==> src/frac_pkg.sv <==
// ----------------------------------------------------------------------------
// Fraction reducer package
// Shared value width, word types and unit status type for the fraction reducer.
// ----------------------------------------------------------------------------
package frac_pkg;

   localparam int VALUE_WIDTH = 32;

   typedef struct packed {
      logic signed [VALUE_WIDTH-1:0] numerator_in;
      logic signed [VALUE_WIDTH-1:0] denominator_in;
   } req_word_type;

   typedef struct packed {
      logic signed [VALUE_WIDTH-1:0] numerator_out;
      logic signed [VALUE_WIDTH-1:0] denominator_out;
      logic        [VALUE_WIDTH-1:0] common_divisor;
      logic                          zero_denominator;
   } rsp_word_type;

   typedef struct packed {
      logic busy;
      logic done;
   } unit_stat_type;

endpackage

==> src/frac_gcd.sv <==
// ----------------------------------------------------------------------------
// Binary GCD unit
// Computes the greatest common divisor of two magnitudes, one step a cycle.
// ----------------------------------------------------------------------------
module frac_gcd #(
   parameter int WIDTH = frac_pkg::VALUE_WIDTH
) (
   input  logic                   clock,
   input  logic                   reset,
   input  logic                   start,
   input  logic [WIDTH-1:0]       a_in,
   input  logic [WIDTH-1:0]       b_in,
   output frac_pkg::unit_stat_type stat,
   output logic [WIDTH-1:0]       result
);
   import frac_pkg::*;

   localparam int KW = $clog2(WIDTH);

   logic [WIDTH-1:0] a_ff, a_in_nx, b_ff, b_in_nx;
   logic [KW-1:0]    k_ff, k_in;
   logic             busy_ff, busy_in, done_ff, done_in;
   logic [WIDTH-1:0] res_ff, res_in;
   logic [WIDTH:0]   diff_ab, diff_ba;
   logic             a_gt_b;

   assign diff_ab = {1'b0, a_ff} - {1'b0, b_ff};
   assign diff_ba = {1'b0, b_ff} - {1'b0, a_ff};
   assign a_gt_b  = !diff_ab[WIDTH] && (diff_ab != '0);

   always_comb begin
      a_in_nx = a_ff;
      b_in_nx = b_ff;
      k_in    = k_ff;
      busy_in = busy_ff;
      done_in = 1'b0;
      res_in  = res_ff;
      if (start) begin
         a_in_nx = a_in;
         b_in_nx = b_in;
         k_in    = '0;
         busy_in = 1'b1;
      end else if (busy_ff) begin
         if (b_ff == '0) begin
            res_in  = a_ff << k_ff;
            busy_in = 1'b0;
            done_in = 1'b1;
         end else if (!a_ff[0] && !b_ff[0]) begin
            a_in_nx = a_ff >> 1;
            b_in_nx = b_ff >> 1;
            k_in    = k_ff + 1'b1;
         end else if (!a_ff[0]) begin
            a_in_nx = a_ff >> 1;
         end else if (!b_ff[0]) begin
            b_in_nx = b_ff >> 1;
         end else if (a_gt_b) begin
            a_in_nx = diff_ab[WIDTH:1];
         end else begin
            b_in_nx = diff_ba[WIDTH:1];
         end
      end
   end

   always_ff @(posedge clock) begin
      if (reset) begin
         busy_ff <= 1'b0;
         done_ff <= 1'b0;
      end else begin
         busy_ff <= busy_in;
         done_ff <= done_in;
      end
      a_ff   <= a_in_nx;
      b_ff   <= b_in_nx;
      k_ff   <= k_in;
      res_ff <= res_in;
   end

   assign stat.busy = busy_ff;
   assign stat.done = done_ff;
   assign result    = res_ff;

endmodule

==> src/frac_div.sv <==
// ----------------------------------------------------------------------------
// Restoring divider
// Unsigned division, one quotient bit a cycle, shared by both quotients.
// ----------------------------------------------------------------------------
module frac_div #(
   parameter int WIDTH = frac_pkg::VALUE_WIDTH
) (
   input  logic                   clock,
   input  logic                   reset,
   input  logic                   start,
   input  logic [WIDTH-1:0]       dividend,
   input  logic [WIDTH-1:0]       divisor,
   output frac_pkg::unit_stat_type stat,
   output logic [WIDTH-1:0]       quotient
);
   import frac_pkg::*;

   localparam int CW = $clog2(WIDTH);
   localparam logic [CW-1:0] LAST = CW'(WIDTH - 1);

   logic [WIDTH-1:0] rem_ff, rem_in, quo_ff, quo_in, dvs_ff, dvs_in;
   logic [CW-1:0]    cnt_ff, cnt_in;
   logic             busy_ff, busy_in, done_ff, done_in;
   logic [WIDTH:0]   part, trial;

   assign part  = {rem_ff, quo_ff[WIDTH-1]};
   assign trial = part - {1'b0, dvs_ff};

   always_comb begin
      rem_in  = rem_ff;
      quo_in  = quo_ff;
      dvs_in  = dvs_ff;
      cnt_in  = cnt_ff;
      busy_in = busy_ff;
      done_in = 1'b0;
      if (start) begin
         rem_in  = '0;
         quo_in  = dividend;
         dvs_in  = divisor;
         cnt_in  = LAST;
         busy_in = 1'b1;
      end else if (busy_ff) begin
         if (!trial[WIDTH]) begin
            rem_in = trial[WIDTH-1:0];
            quo_in = {quo_ff[WIDTH-2:0], 1'b1};
         end else begin
            rem_in = part[WIDTH-1:0];
            quo_in = {quo_ff[WIDTH-2:0], 1'b0};
         end
         cnt_in = cnt_ff - 1'b1;
         if (cnt_ff == '0) begin
            busy_in = 1'b0;
            done_in = 1'b1;
         end
      end
   end

   always_ff @(posedge clock) begin
      if (reset) begin
         busy_ff <= 1'b0;
         done_ff <= 1'b0;
      end else begin
         busy_ff <= busy_in;
         done_ff <= done_in;
      end
      rem_ff <= rem_in;
      quo_ff <= quo_in;
      dvs_ff <= dvs_in;
      cnt_ff <= cnt_in;
   end

   assign stat.busy = busy_ff;
   assign stat.done = done_ff;
   assign quotient  = quo_ff;

endmodule

==> src/fraction_reducer_top.sv <==
// ----------------------------------------------------------------------------
// Fraction reducer
// Reduces a signed fraction to lowest terms by the GCD of its magnitudes.
// ----------------------------------------------------------------------------
// A word on the request channel carries a signed numerator and denominator.
// The block takes it when req_valid is high and req_stall is low, and
// req_stall stays high until that word's result is in the output register.
// The response word holds both reduced values, each with its own sign, the
// divisor removed and a zero denominator flag. A zero denominator returns
// the inputs unchanged with a divisor of zero. Otherwise a binary GCD
// unit takes one step a cycle, and one restoring divider is then used
// twice, once for each quotient. The result waits in an output register
// while rsp_stall is high, and the next request word may be taken
// meanwhile. Synchronous reset empties the output register and returns
// the sequencer to idle.
// ----------------------------------------------------------------------------
module fraction_reducer_top (
   input  logic                   clock,
   input  logic                   reset,
   input  logic                   req_valid,
   output logic                   req_stall,
   input  frac_pkg::req_word_type req_word,
   output logic                   rsp_valid,
   input  logic                   rsp_stall,
   output frac_pkg::rsp_word_type rsp_word
);
   import frac_pkg::*;

   localparam int W = VALUE_WIDTH;

   typedef enum logic [4:0] {
      ST_IDLE = 5'b00001,
      ST_GCD  = 5'b00010,
      ST_DIVN = 5'b00100,
      ST_DIVD = 5'b01000,
      ST_DONE = 5'b10000
   } state_type;

   state_type     state_ff, state_in;
   logic [W-1:0]  nmag_ff, nmag_in, dmag_ff, dmag_in, g_ff, g_in;
   logic          nneg_ff, nneg_in, dneg_ff, dneg_in;
   rsp_word_type  res_ff, res_in, rsp_ff, rsp_in;
   logic          rsp_valid_ff, rsp_valid_in;

   logic [W-1:0]  req_n, req_d, req_nmag, req_dmag;
   logic          take;
   logic          gcd_start, div_start;
   logic [W-1:0]  gcd_result, div_quotient, div_dividend, div_divisor;
   unit_stat_type gcd_stat, div_stat;

   assign req_n    = req_word.numerator_in;
   assign req_d    = req_word.denominator_in;
   assign req_nmag = req_n[W-1] ? (~req_n + 1'b1) : req_n;
   assign req_dmag = req_d[W-1] ? (~req_d + 1'b1) : req_d;

   assign take      = (state_ff == ST_IDLE) && req_valid;
   assign gcd_start = take && (req_d != '0);
   assign div_start = ((state_ff == ST_GCD) && gcd_stat.done) ||
                      ((state_ff == ST_DIVN) && div_stat.done);

   assign div_dividend = (state_ff == ST_GCD) ? nmag_ff : dmag_ff;
   assign div_divisor  = (state_ff == ST_GCD) ? gcd_result : g_ff;

   frac_gcd #(.WIDTH(W)) u_gcd (
      .clock  (clock),
      .reset  (reset),
      .start  (gcd_start),
      .a_in   (req_dmag),
      .b_in   (req_nmag),
      .stat   (gcd_stat),
      .result (gcd_result)
   );

   frac_div #(.WIDTH(W)) u_div (
      .clock    (clock),
      .reset    (reset),
      .start    (div_start),
      .dividend (div_dividend),
      .divisor  (div_divisor),
      .stat     (div_stat),
      .quotient (div_quotient)
   );

   always_comb begin
      state_in     = state_ff;
      nmag_in      = nmag_ff;
      dmag_in      = dmag_ff;
      nneg_in      = nneg_ff;
      dneg_in      = dneg_ff;
      g_in         = g_ff;
      res_in       = res_ff;
      rsp_in       = rsp_ff;
      rsp_valid_in = rsp_valid_ff && rsp_stall;
      case (state_ff)
         ST_IDLE: begin
            if (take) begin
               nmag_in = req_nmag;
               dmag_in = req_dmag;
               nneg_in = req_n[W-1];
               dneg_in = req_d[W-1];
               if (req_d == '0) begin
                  res_in.numerator_out    = req_word.numerator_in;
                  res_in.denominator_out  = req_word.denominator_in;
                  res_in.common_divisor   = '0;
                  res_in.zero_denominator = 1'b1;
                  state_in                = ST_DONE;
               end else begin
                  state_in = ST_GCD;
               end
            end
         end
         ST_GCD: begin
            if (gcd_stat.done) begin
               g_in     = gcd_result;
               state_in = ST_DIVN;
            end
         end
         ST_DIVN: begin
            if (div_stat.done) begin
               res_in.numerator_out = nneg_ff ? (~div_quotient + 1'b1) : div_quotient;
               state_in             = ST_DIVD;
            end
         end
         ST_DIVD: begin
            if (div_stat.done) begin
               res_in.denominator_out  = dneg_ff ? (~div_quotient + 1'b1) : div_quotient;
               res_in.common_divisor   = g_ff;
               res_in.zero_denominator = 1'b0;
               state_in                = ST_DONE;
            end
         end
         ST_DONE: begin
            if (!rsp_valid_ff || !rsp_stall) begin
               rsp_in       = res_ff;
               rsp_valid_in = 1'b1;
               state_in     = ST_IDLE;
            end
         end
         default: begin
            state_in = ST_IDLE;
         end
      endcase
   end

   always_ff @(posedge clock) begin
      if (reset) begin
         state_ff     <= ST_IDLE;
         rsp_valid_ff <= 1'b0;
      end else begin
         state_ff     <= state_in;
         rsp_valid_ff <= rsp_valid_in;
      end
      nmag_ff <= nmag_in;
      dmag_ff <= dmag_in;
      nneg_ff <= nneg_in;
      dneg_ff <= dneg_in;
      g_ff    <= g_in;
      res_ff  <= res_in;
      rsp_ff  <= rsp_in;
   end

   assign req_stall = (state_ff != ST_IDLE);
   assign rsp_valid = rsp_valid_ff;
   assign rsp_word  = rsp_ff;

   a_busy_after_take: assert property (@(posedge clock) disable iff (reset)
      (req_valid && !req_stall) |=> req_stall)
      else $error("block did not go busy after taking a request word");

   a_zero_den_divisor: assert property (@(posedge clock) disable iff (reset)
      (rsp_valid && rsp_word.zero_denominator) |-> (rsp_word.common_divisor == '0))
      else $error("zero denominator result carries a nonzero divisor");

   a_divisor_nonzero: assert property (@(posedge clock) disable iff (reset)
      (rsp_valid && !rsp_word.zero_denominator) |-> (rsp_word.common_divisor != '0))
      else $error("reduced result carries a zero divisor");

   a_units_exclusive: assert property (@(posedge clock) disable iff (reset)
      !(gcd_stat.busy && div_stat.busy))
      else $error("GCD unit and divider busy at once");

endmodule

==> config.mk <==
export PLATFORM = sky130hd
export DESIGN_NAME = fraction_reducer_top
export DESIGN_NICKNAME = d
export VERILOG_FILES = /design/src/frac_pkg.sv /design/src/frac_gcd.sv /design/src/frac_div.sv /design/src/fraction_reducer_top.sv
export SDC_FILE = /design/constraint.sdc
export NUM_CORES = 1
export LEC_CHECK = 0
export BUFFER_PORTS_ARGS = -buffer_cell sky130_fd_sc_hd__buf_2
export CAP_MARGIN = 5
export CORE_MARGIN = 1
export CORE_UTILIZATION = 36
export DETAILED_ROUTE_END_ITERATION = 7
export GPL_ROUTABILITY_DRIVEN = 0
export PLACE_DENSITY = 0.5
export SLEW_MARGIN = 20
export SYNTH_ARGS = -nofsm -noshare
export SYNTH_HDL_FRONTEND = slang
export SYNTH_SLANG_ARGS = --single-unit
==> constraint.sdc <==
create_clock -name clock -period 7.3 [get_ports clock]
set_input_delay 0.365 -clock clock [delete_from_list [all_inputs] [get_ports clock]]
set_output_delay 0.365 -clock clock [all_outputs]
set_load 0.005 [all_outputs]
==> results of run 1 <==
==> stage by stage <==
stage | area, sq um | total power [mW] | hold WS, ns | instances
6_report | 31850 | 11.59 | 0.07892 | 3945
5_1_grt | 31850 | 12.11 | 0.05207 | 3945
4_1_cts | 31820 | 11.45 | 0.04659 | 3939
3_5_place_dp | 30120 | 8.738 | 0.4045 | 3843
3_3_place_gp | 30090 | 8.751 | 0.4030 | 3842
2_1_floorplan | 28220 | 7.077 | 0.4003 | 2761
==> cell type report <==
cell class              instances  area share (%)
flip-flops and latches        504           45.89
multi-input cells            1965           39.63
clock buffers                  71           4.439
well taps                    1040           4.086
repair buffers                195           3.379
inverters                     140           1.654
clock inverters                25          0.8800
diodes                          5         0.03929
==> critical path: stages, from the launching register on <==
cell	delay, ns
edfxtp_1	0.50
inv_1	0.16
ha_1	0.20
inv_1	0.06
fa_1	0.42
a211oi_1	0.48
o21ai_0	0.19
a21oi_1	0.28
a211o_1	0.19
a21oi_1	0.13
mux2i_1	0.17
o2111ai_1	0.18
or4_1	0.58
o21ai_2	0.58
nor3_1	0.18
nor2b_2	0.45
buf_4	0.42
==> cell usage after synthesis, drive strengths merged, types with 45 or more instances <==
cell | n | area (sq um)
dfxtp | 52 | 1041
xor2 | 76 | 665.6
a21o | 45 | 337.8
nor3 | 52 | 265.3
xnor2 | 131 | 1147
edfxtp | 452 | 13570
ha | 103 | 1289
a21oi | 156 | 780.8
nor2 | 173 | 649.4
inv | 139 | 521.8
nand2 | 438 | 1644
mux2i | 69 | 690.7
clkbuf | 127 | 481.7
o21ai | 201 | 1006
==> power by group through the flow <==
| stage | combinational, mW | clock (mW) | sequential [mW] |
|---|---|---|---|
| final | 5.15 | 2.69 | 3.76 |
| after CTS | 4.96 | 2.74 | 3.75 |
| after global routing | 5.49 | 2.85 | 3.77 |
| after floorplan | 3.39 | 0 | 3.69 |
| after global placement | 4.95 | 0 | 3.80 |
| after detailed placement | 4.93 | 0 | 3.80 |
==> state kept, by name, summed over array words and instances, names as in the netlist, 32 cells and up <==
signal          flops
nmag_ff            32
dmag_ff            32
u_div.quotient     32
g_ff               32
u_gcd.a_ff         32
u_gcd.result       32
u_div.rem_ff       32
rsp_word           97
res_ff             97
u_gcd.b_ff         32
u_div.dvs_ff       32
==> cells by family (layout without fill, tap and decap cells) <==
group                      after synthesis  in the layout  synth area share [%]
AOI/OAI and AO/OA                      643            643                 14.24
xor gates and xnor gates               207            207                 6.425
adders and majority gates              106            106                 4.780
buffers and inverters                  292            431                 3.929
DFF                                    504            504                 51.79
muxes                                   89             89                 3.725
other                                    0              5                     0
and+or+nand+nor                        920            920                 15.12
==> routing by layer <==
metal	part of all wire, %	up-vias
met4	2.2	2
met3	8.5	105
met1	48	10590
met2	42	910
li1	-	10190
met5	0.0091	-
==> worst paths after layout <==
| check | slack, ns | endpoint | cells past startpoint |
|---|---|---|---|
| min reg2reg | 0.41 | rsp_word[10]$_DFFE_PP_ | 0 |
| max | 1.77 | u_gcd.b_ff[3]$_DFFE_PP_ | 16 |
| min | 0.08 | dmag_ff[0]$_DFFE_PP_ | 1 |
| max reg2reg | 1.77 | u_gcd.b_ff[3]$_DFFE_PP_ | 16 |
==> reports/qor.csv, run 1 <==
stage;metric;value;unit
status;outcome;finished, final reports clean;
final_layout;Final Util;41.11;%
placement;dpl ws;1.545;ns
critical_path;crit end category;register;
clock_network;TritonCTS clock tree;yes;
clock_network;root buf cell;clkbuf_16;
global_routing;initial antenna violation count;8;
detailed_routing;drt via density;5.525;
detailed_routing;# DRC;0;
synth;Post-synth EDFFs;452;
clock_network;hold buffers post-CTS;0;
final_layout;highest-count cells in the layout ignoring fill and taps;edfxtp_1 (452), nand2_1 (438), o21ai_0 (194);
final_layout;commonest non-fill, non-tap cell in the layout;edfxtp_1;
pwr;Int Power;6.766;mW
pwr;maximum VDD drop;0.1599;mV
die;core area;77470;sq um
global_routing;met1 usage;33.38;%
die;Ports;167;
critical_path;Critical Path AT;5.82;ns
global_routing;first-pass GRT wire length;131.6;mm
timing;RSZ-0062 raised after global routing;false;
critical_path;Critical R2R Launch;u_gcd.a_ff[0]$_DFFE_PP_;
timing;Setup violations, final;0;
global_routing;GRT Total Usage;21.93;%
pwr;PwrDens;364.0;nW/um^2
timing;Tightest Pin Transition;1.183;ns
die;die area;79510;sq um
final_layout;FILL cells;7506;
critical_path;startpoint types;register;
pwr;sw power;4.826;mW
detailed_routing;initial drt markers;2382;
hold_path;Hold Path Origin;req_word[0];
global_routing;vias in the first global route;20500;
final_layout;Layout area overhead;12.86;%
clock_network;deepest clock path buffer count;3;
pwr;Gate power share;44.4;%
clock_network;CTS Buf Count;53;
synth;mapped cell area;28220;sq um
timing;final setup margin;1.769;ns
critical_path;WP data required;7.59;ns
synth;register bit count reported by yosys;504;
pwr;Clock power frac;23.2;%
global_routing;GR Overflow Total;0;
global_routing;largest net degree at the start of global routing;71;
job;max_cap viols;0;
final_layout;Nets;3033;
synth;sequential-to-total area share from yosys stat;51.79;%
placement;DP HPWL;66.19;mm
die;Rows;102;
timing;Final Hold Viols;0;
synth;commonest register cell after synthesis;edfxtp_1;
synth;cell count after synthesis;2761;
critical_path;crit path max fanout;23;
final_layout;register area;14620;sq um
timing;sum of negative setup slack;0;ns
detailed_routing;final WL;88.05;mm
timing;Rel. slew slack;20.41;%
timing;Fmax;180.8;MHz
critical_path;critical path class;register to register;
clock_network;insertion delay to the later sink of the worst-skew pair;0.62;ns
critical_path;CP Launch Point;u_gcd.a_ff[0]$_DFFE_PP_;
detailed_routing;TritonRoute pass-1 iters;6;
synth;Yosys warning total;0;
global_routing;gr busiest metal;met1;
global_routing;met2 Use GR;31.79;%
final_layout;layout cells sized above 1;11.86;%
clock_network;htree depth;2;
timing;fin crit share;75.76;%
die;Die X;282.0;microns
clock_network;clk sinks;504;
clock_network;Clock transition at path regs;0.06;ns
timing;Fin Clk Skew;0.02931;ns
die;Die Y;282.0;microns
clock_network;cts repair resizes;0;
pwr;Seq pwr share;32.4;%
pwr;Leakage Power;12.27;nW
synth;synth unique cells;81;
detailed_routing;Post-DRT Antenna Nets;0;
final_layout;area of the multi-input gates;12620;sq um
detailed_routing;drt wl/cell;22.32;microns
global_routing;met3 Resource Use GR;3.845;%
detailed_routing;vias after detailed routing;21800;
pwr;Switching Share;41.63;%
timing;Slew Limit Fails;0;
timing;post-layout min period;5.531;ns
clock_network;post-CTS setup buffer count;0;
die;Starting Density;36.43;%
synth;async set-reset flop share out of synthesis;0;%
hold_path;HP Class;primary input to register;
placement;Port Buf Inserts;166;
synth;Avg Inst Size Synth;10.22;sq um
synth;syn nets;2935;
(Power assumes the default switching activity.)
==> run 2: changes to the inputs <==
PLACE_DENSITY = 0.52   (was 0.5)
clock period = 4.5 ns   (was 7.3 ns; I/O delays follow)
==> run 2 against run 1 <==
  * Critical endpoint is now u_gcd.b_ff[30]$_DFFE_PP_
  * Non-clock buffer count increased by 107
  * Sequential cell count stayed put
  * Via count up 1.3%
  * Hold slack got worse by 0.043 ns
  * Final area up 3.3%
  * Fmax rose by 28%
  * Global-route usage decreased by 0.26 points
==> reports/qor.csv, run 2 (synthesis results as in run 1) <==
stage;metric;value;unit
status;outcome;finished, final reports clean;
final_layout;layout cells sized above 1;14.37;%
timing;Final Hold Viols;0;
clock_network;insertion delay to the later sink of the worst-skew pair;0.61;ns
detailed_routing;drt wl/cell;21.46;microns
global_routing;first-pass GRT wire length;131.3;mm
pwr;maximum VDD drop;0.3758;mV
placement;Port Buf Inserts;166;
final_layout;highest-count cells in the layout ignoring fill and taps;edfxtp_1 (452), nand2_1 (438), o21ai_0 (192);
hold_path;HP Class;primary input to register;
placement;DP HPWL;65.16;mm
die;Die Y;282.0;microns
clock_network;CTS Buf Count;53;
detailed_routing;Metal-1 WL;40.11;mm
placement;dpl ws;0.05421;ns
detailed_routing;DR top layer;met4;
critical_path;critical path class;register to register;
critical_path;startpoint types;register;
timing;Fmax;231.2;MHz
critical_path;crit path max fanout;31;
timing;Slew Limit Fails;0;
clock_network;TritonCTS clock tree;yes;
clock_network;Clock transition at path regs;0.06;ns
timing;Tightest Pin Transition;1.061;ns
pwr;total power;19.17;mW
clock_network;htree depth;2;
critical_path;Worst R2R Path Depth;14;
pwr;Leakage Power;12.82;nW
clock_network;root buf cell;clkbuf_16;
critical_path;Critical Path AT;4.61;ns
final_layout;commonest non-fill, non-tap cell in the layout;edfxtp_1;
die;Starting Density;36.43;%
pwr;PwrDens;582.3;nW/um^2
detailed_routing;DR WL met3;6.623;mm
critical_path;crit end category;register;
timing;Rel. slew slack;28.52;%
detailed_routing;TritonRoute pass-1 iters;5;
timing;Setup violations, final;0;
die;Ports;167;
detailed_routing;initial drt markers;2132;
final_layout;Nets;3140;
die;Die X;282.0;microns
global_routing;vias in the first global route;21250;
die;die area;79510;sq um
detailed_routing;drt via density;5.452;
detailed_routing;final WL;86.88;mm
global_routing;initial antenna violation count;1;
detailed_routing;vias after detailed routing;22080;
clock_network;clk sinks;504;
timing;fin crit share;96.11;%
detailed_routing;# DRC;0;
timing;final setup margin;0.1749;ns
critical_path;WP data required;4.79;ns
final_layout;Layout area overhead;16.64;%
die;Rows;102;
global_routing;largest net degree at the start of global routing;68;
job;max_cap viols;0;
detailed_routing;Post-DRT Antenna Nets;0;
die;core area;77470;sq um
hold_path;Hold Path Cell Cnt;3;
timing;post-layout min period;4.325;ns
global_routing;GR Overflow Total;0;
timing;Fin Clk Skew;0.02501;ns
global_routing;GRT Total Usage;21.67;%
clock_network;post-CTS setup buffer count;0;
detailed_routing;met2 WL post-DR;37.01;mm
clock_network;deepest clock path buffer count;3;
==> run 2: area by class of cell <==
type / count / area (sq um)
fillers: 7401 / 44550
flip-flops and latches: 504 / 14620
multi-input cells: 1965 / 12670
repair buffers: 302 / 2044
clock buffers: 67 / 1440
well taps: 1040 / 1301
inverters: 140 / 526.8
clock inverters: 29 / 305.3
diodes: 2 / 5.005
==> run 2: critical path: stages, from the launching register on <==
cell	delay, ns
edfxtp_1	0.50
ha_1	0.48
nand4_1	0.25
nor2_1	0.20
a21oi_2	0.11
a211o_1	0.33
a21oi_2	0.23
mux2i_1	0.22
o2111ai_1	0.18
or4_1	0.59
o21ai_2	0.21
buf_4	0.18
nor3_1	0.07
nor2b_2	0.19
buf_12	0.23
==> run 2: final timing paths <==
| check | start | endpoint | slack, ns |
|---|---|---|---|
| max | u_gcd.a_ff[7]$_DFFE_PP_ | u_gcd.b_ff[30]$_DFFE_PP_ | 0.17 |
| min | req_word[35] | res_ff[68]$_DFFE_PP_ | 0.04 |
| max reg2reg | u_gcd.a_ff[7]$_DFFE_PP_ | u_gcd.b_ff[30]$_DFFE_PP_ | 0.17 |
| min reg2reg | res_ff[7]$_SDFFCE_PN0P_ | rsp_word[7]$_DFFE_PP_ | 0.41 |
==> run 2: metal layers <==
layer / vias to the layer above / track usage, %
met3: 150 / 3.199
met1: 10670 / 31.61
met4: 0 / 7.957
li1: 10410 / -
met2: 845 / 32.36
met5: - / 0
==> run 2: timing repair <==
action / in CTS / in global routing
hold buffers: 32 / 0
setup endpoints to repair: 0 / 83
endpoints found under the hold margin: 38 / 0
resized for setup: 0 / 15
==> run 2: where the power goes <==
| part | total, mW | switching, mW | internal (mW) |
|---|---|---|---|
| Clock | 4.46 | 1.91 | 2.56 |
| Combinational | 8.71 | 5.39 | 3.32 |
| Sequential | 5.99 | 0.341 | 5.65 |
| Total | 19.2 | 7.64 | 11.5 |
==> run 2: stage by stage <==
stage | hold WS (ns) | TNS, ns | cells | utilization [%] | area [sq um]
after floorplan | 0.3239 | -12.68 | 2761 | - | 28240
after global routing | 0.02737 | -0.8060 | 4048 | 42.48 | 32910
after CTS | 0.0008097 | 0 | 4047 | 42.41 | 32860
after global placement | 0.4040 | 0 | 3919 | 39.75 | 30790
after detailed placement | 0.4045 | 0 | 3919 | 39.75 | 30790
final | 0.03591 | 0 | 4049 | 42.49 | 32910
==> run 3: changes to the inputs <==
CTS_BUF_LIST = sky130_fd_sc_hd__clkbuf_4   (was default)
GPL_TIMING_DRIVEN = 0   (was default)
==> run 3 against run 2 <==
  * Critical path depth grew 5
  * Cell count grew 6.5%
  * Non-clock buffer count grew 135
  * Largest cell class unchanged
  * Count of clock-buffer cells in the layout grew 120
  * Hold slack gained 0.098 ns
  * Worst setup slack lost 0.15 ns
  * Via count grew 6.9%
  * Wire length grew 7.2%
  * Register-to-register slack lost 0.15 ns
==> reports/qor.csv, run 3 (synthesis results as in run 1) <==
stage;metric;value;unit
status;outcome;finished, final reports clean;
clock_network;CTS Buf Count;132;
pwr;Leakage Power;13.19;nW
critical_path;WP data required;5.19;ns
detailed_routing;final WL;93.11;mm
die;Ports;167;
global_routing;first-pass GRT wire length;137.6;mm
die;Die X;282.0;microns
clock_network;deepest clock path buffer count;3;
detailed_routing;TritonRoute pass-1 iters;7;
hold_path;Hold Path Origin;req_word[0];
detailed_routing;# DRC;0;
final_layout;design area;33740;sq um
placement;DP HPWL;70.62;mm
timing;fin crit share;99.49;%
final_layout;Layout Cells excl Fill;4313;
global_routing;largest net degree at the start of global routing;39;
detailed_routing;initial drt markers;2363;
clock_network;insertion delay to the later sink of the worst-skew pair;0.96;ns
placement;DP Cell Count;3979;
final_layout;Nets;3354;
hold_path;Hold Path Cell Cnt;2;
critical_path;Worst R2R Path Depth;19;
clock_network;htree depth;4;
placement;placed instance area;30670;sq um
job;max_cap viols;0;
critical_path;startpoint types;register;
timing;sum of negative setup slack;0;ns
die;Rows;102;
detailed_routing;drt via density;5.472;
critical_path;crit end category;register;
clock_network;Clock transition at path regs;0.06;ns
final_layout;FILL cells;7446;
critical_path;Critical R2R Launch;u_gcd.a_ff[0]$_DFFE_PP_;
detailed_routing;vias after detailed routing;23600;
clock_network;root buf cell;clkbuf_4;
final_layout;highest-count cells in the layout ignoring fill and taps;edfxtp_1 (452), nand2_1 (438), clkbuf_4 (193);
global_routing;GR Overflow Total;0;
timing;Fin Clk Skew;0.05247;ns
final_layout;Layout area overhead;19.57;%
critical_path;Crit path max-delay family;compound AO/OA/AOI/OAI gates;
die;Starting Density;36.43;%
critical_path;critical path class;register to register;
global_routing;GRT Total Usage;23.14;%
hold_path;Min-Delay Endpoint;dmag_ff[0]$_DFFE_PP_;
pwr;PwrDens;575.4;nW/um^2
critical_path;RR Endpoint;u_gcd.a_ff[19]$_DFFE_PP_;
die;core area;77470;sq um
critical_path;crit-path max cell delay;0.52;ns
timing;Rel. slew slack;30.50;%
timing;Slew Limit Fails;0;
critical_path;CP bufs+invs;7;
clock_network;TritonCTS clock tree;yes;
timing;Setup violations, final;0;
critical_path;crit path max fanout;10;
critical_path;worst path cell trace;inv_2, ha_2, inv_1, fa_2, a211oi_4, o21ai_2, a21oi_2, a211o_1, a21oi_4, buf_4, xnor2_4, o211ai_1, or4_4, o21ai_4, buf_8, buf_12, buf_6, a31oi_4, buf_4;
clock_network;clk sinks;504;
critical_path;R2R Setup Slk;0.02;ns
pwr;total power;19.41;mW
placement;Port Buf Inserts;165;
detailed_routing;drt wl/cell;21.59;microns
timing;hold slack;0.1334;ns
global_routing;initial antenna violation count;4;
final_layout;commonest non-fill, non-tap cell in the layout;edfxtp_1;
timing;post-layout min period;4.477;ns
die;Die Y;282.0;microns
die;die area;79510;sq um
final_layout;layout cells sized above 1;17.13;%
detailed_routing;Post-DRT Antenna Nets;0;
timing;Tightest Pin Transition;1.033;ns
critical_path;Worst path slowest cell;or4_4;
critical_path;Critical Path AT;5.16;ns
timing;Final Hold Viols;0;
timing;Fmax;223.4;MHz
hold_path;HP Class;primary input to register;
critical_path;most used cell, CP;buf_4;
pwr;maximum VDD drop;0.3056;mV
global_routing;vias in the first global route;22910;
final_layout;register area;14610;sq um
final_layout;area of the multi-input gates;12900;sq um
[run 3: per-layer routing]
layer  GRT usage (%)  part of all wire, %  up-vias
li1                -                    -    10930
met2           35.86                   45     1106
met4           8.403                  2.8        0
met3           4.856                  8.3      170
met5               0                    0        -
met1           31.78                   44    11390
[run 3: repair_timing]
item                                    CTS  global route
setup buffers                            21            20
endpoints found under the setup margin  155           144
resized for setup                        58            50
pin swaps                                 7            16
endpoints found under the hold margin   282             0
hold buffers                             77             0
gates cloned                              0             1
[run 3: where the power goes]
part	switching (mW)	leakage [nW]	internal [mW]	total (mW)
Combinational	5.84	7.64	3.53	9.37
Sequential	0.451	4.60	5.65	6.11
Clock	1.92	0.943	2.02	3.94
[run 3: worst max-delay path by stage]
stage | startpoint | end | slack [ns] | depth (start not counted)
final | u_gcd.a_ff[0]$_DFFE_PP_ | u_gcd.a_ff[19]$_DFFE_PP_ | 0.02 | 19
after global routing | u_gcd.a_ff[0]$_DFFE_PP_ | u_gcd.a_ff[21]$_DFFE_PP_ | -0.07 | 19
after CTS | u_gcd.a_ff[21]$_DFFE_PP_ | u_gcd.a_ff[29]$_DFFE_PP_ | 0.0005 | 15
after detailed placement | u_gcd.a_ff[0]$_DFFE_PP_ | u_gcd.a_ff[8]$_DFFE_PP_ | -1.77 | 16
after global placement | u_gcd.a_ff[0]$_DFFE_PP_ | u_gcd.a_ff[7]$_DFFE_PP_ | -2.22 | 15
after floorplan | req_word[6] | u_gcd.result[0]$_SDFFCE_PP0P_ | -0.39 | 8
[run 3: metrics by stage]
stage | worst slack (ns) | util, %
detailed placement | -1.774 | 39.60
global route | -0.06888 | 43.55
finish | 0.02277 | 43.55
floorplan | -0.3881 | -
global placement | -2.218 | 39.20
CTS | 0.0005222 | 43.09
[run 3: worst register-to-register path, stage by stage (launching register included)]
cell and delay (ns):
edfxtp_1 0.43, inv_2 0.10, ha_2 0.17, inv_1 0.06, fa_2 0.45, a211oi_4 0.33, o21ai_2 0.12, a21oi_2 0.22
a211o_1 0.24, a21oi_4 0.10, buf_4 0.16, xnor2_4 0.15, o211ai_1 0.11, or4_4 0.52, o21ai_4 0.25, buf_8 0.16
buf_12 0.11, buf_6 0.17, a31oi_4 0.14, buf_4 0.23
[run 3: layout make-up]
cell class              count  share of cell area [%]
well taps                1040                   3.857
repair buffers            297                   6.464
diodes                     10                 0.07417
flip-flops and latches    504                   43.31
multi-input cells        1965                   38.22
clock inverters            30                  0.5970
clock buffers             187                   4.161
plain buffers             140                   1.747
inverters                 140                   1.565
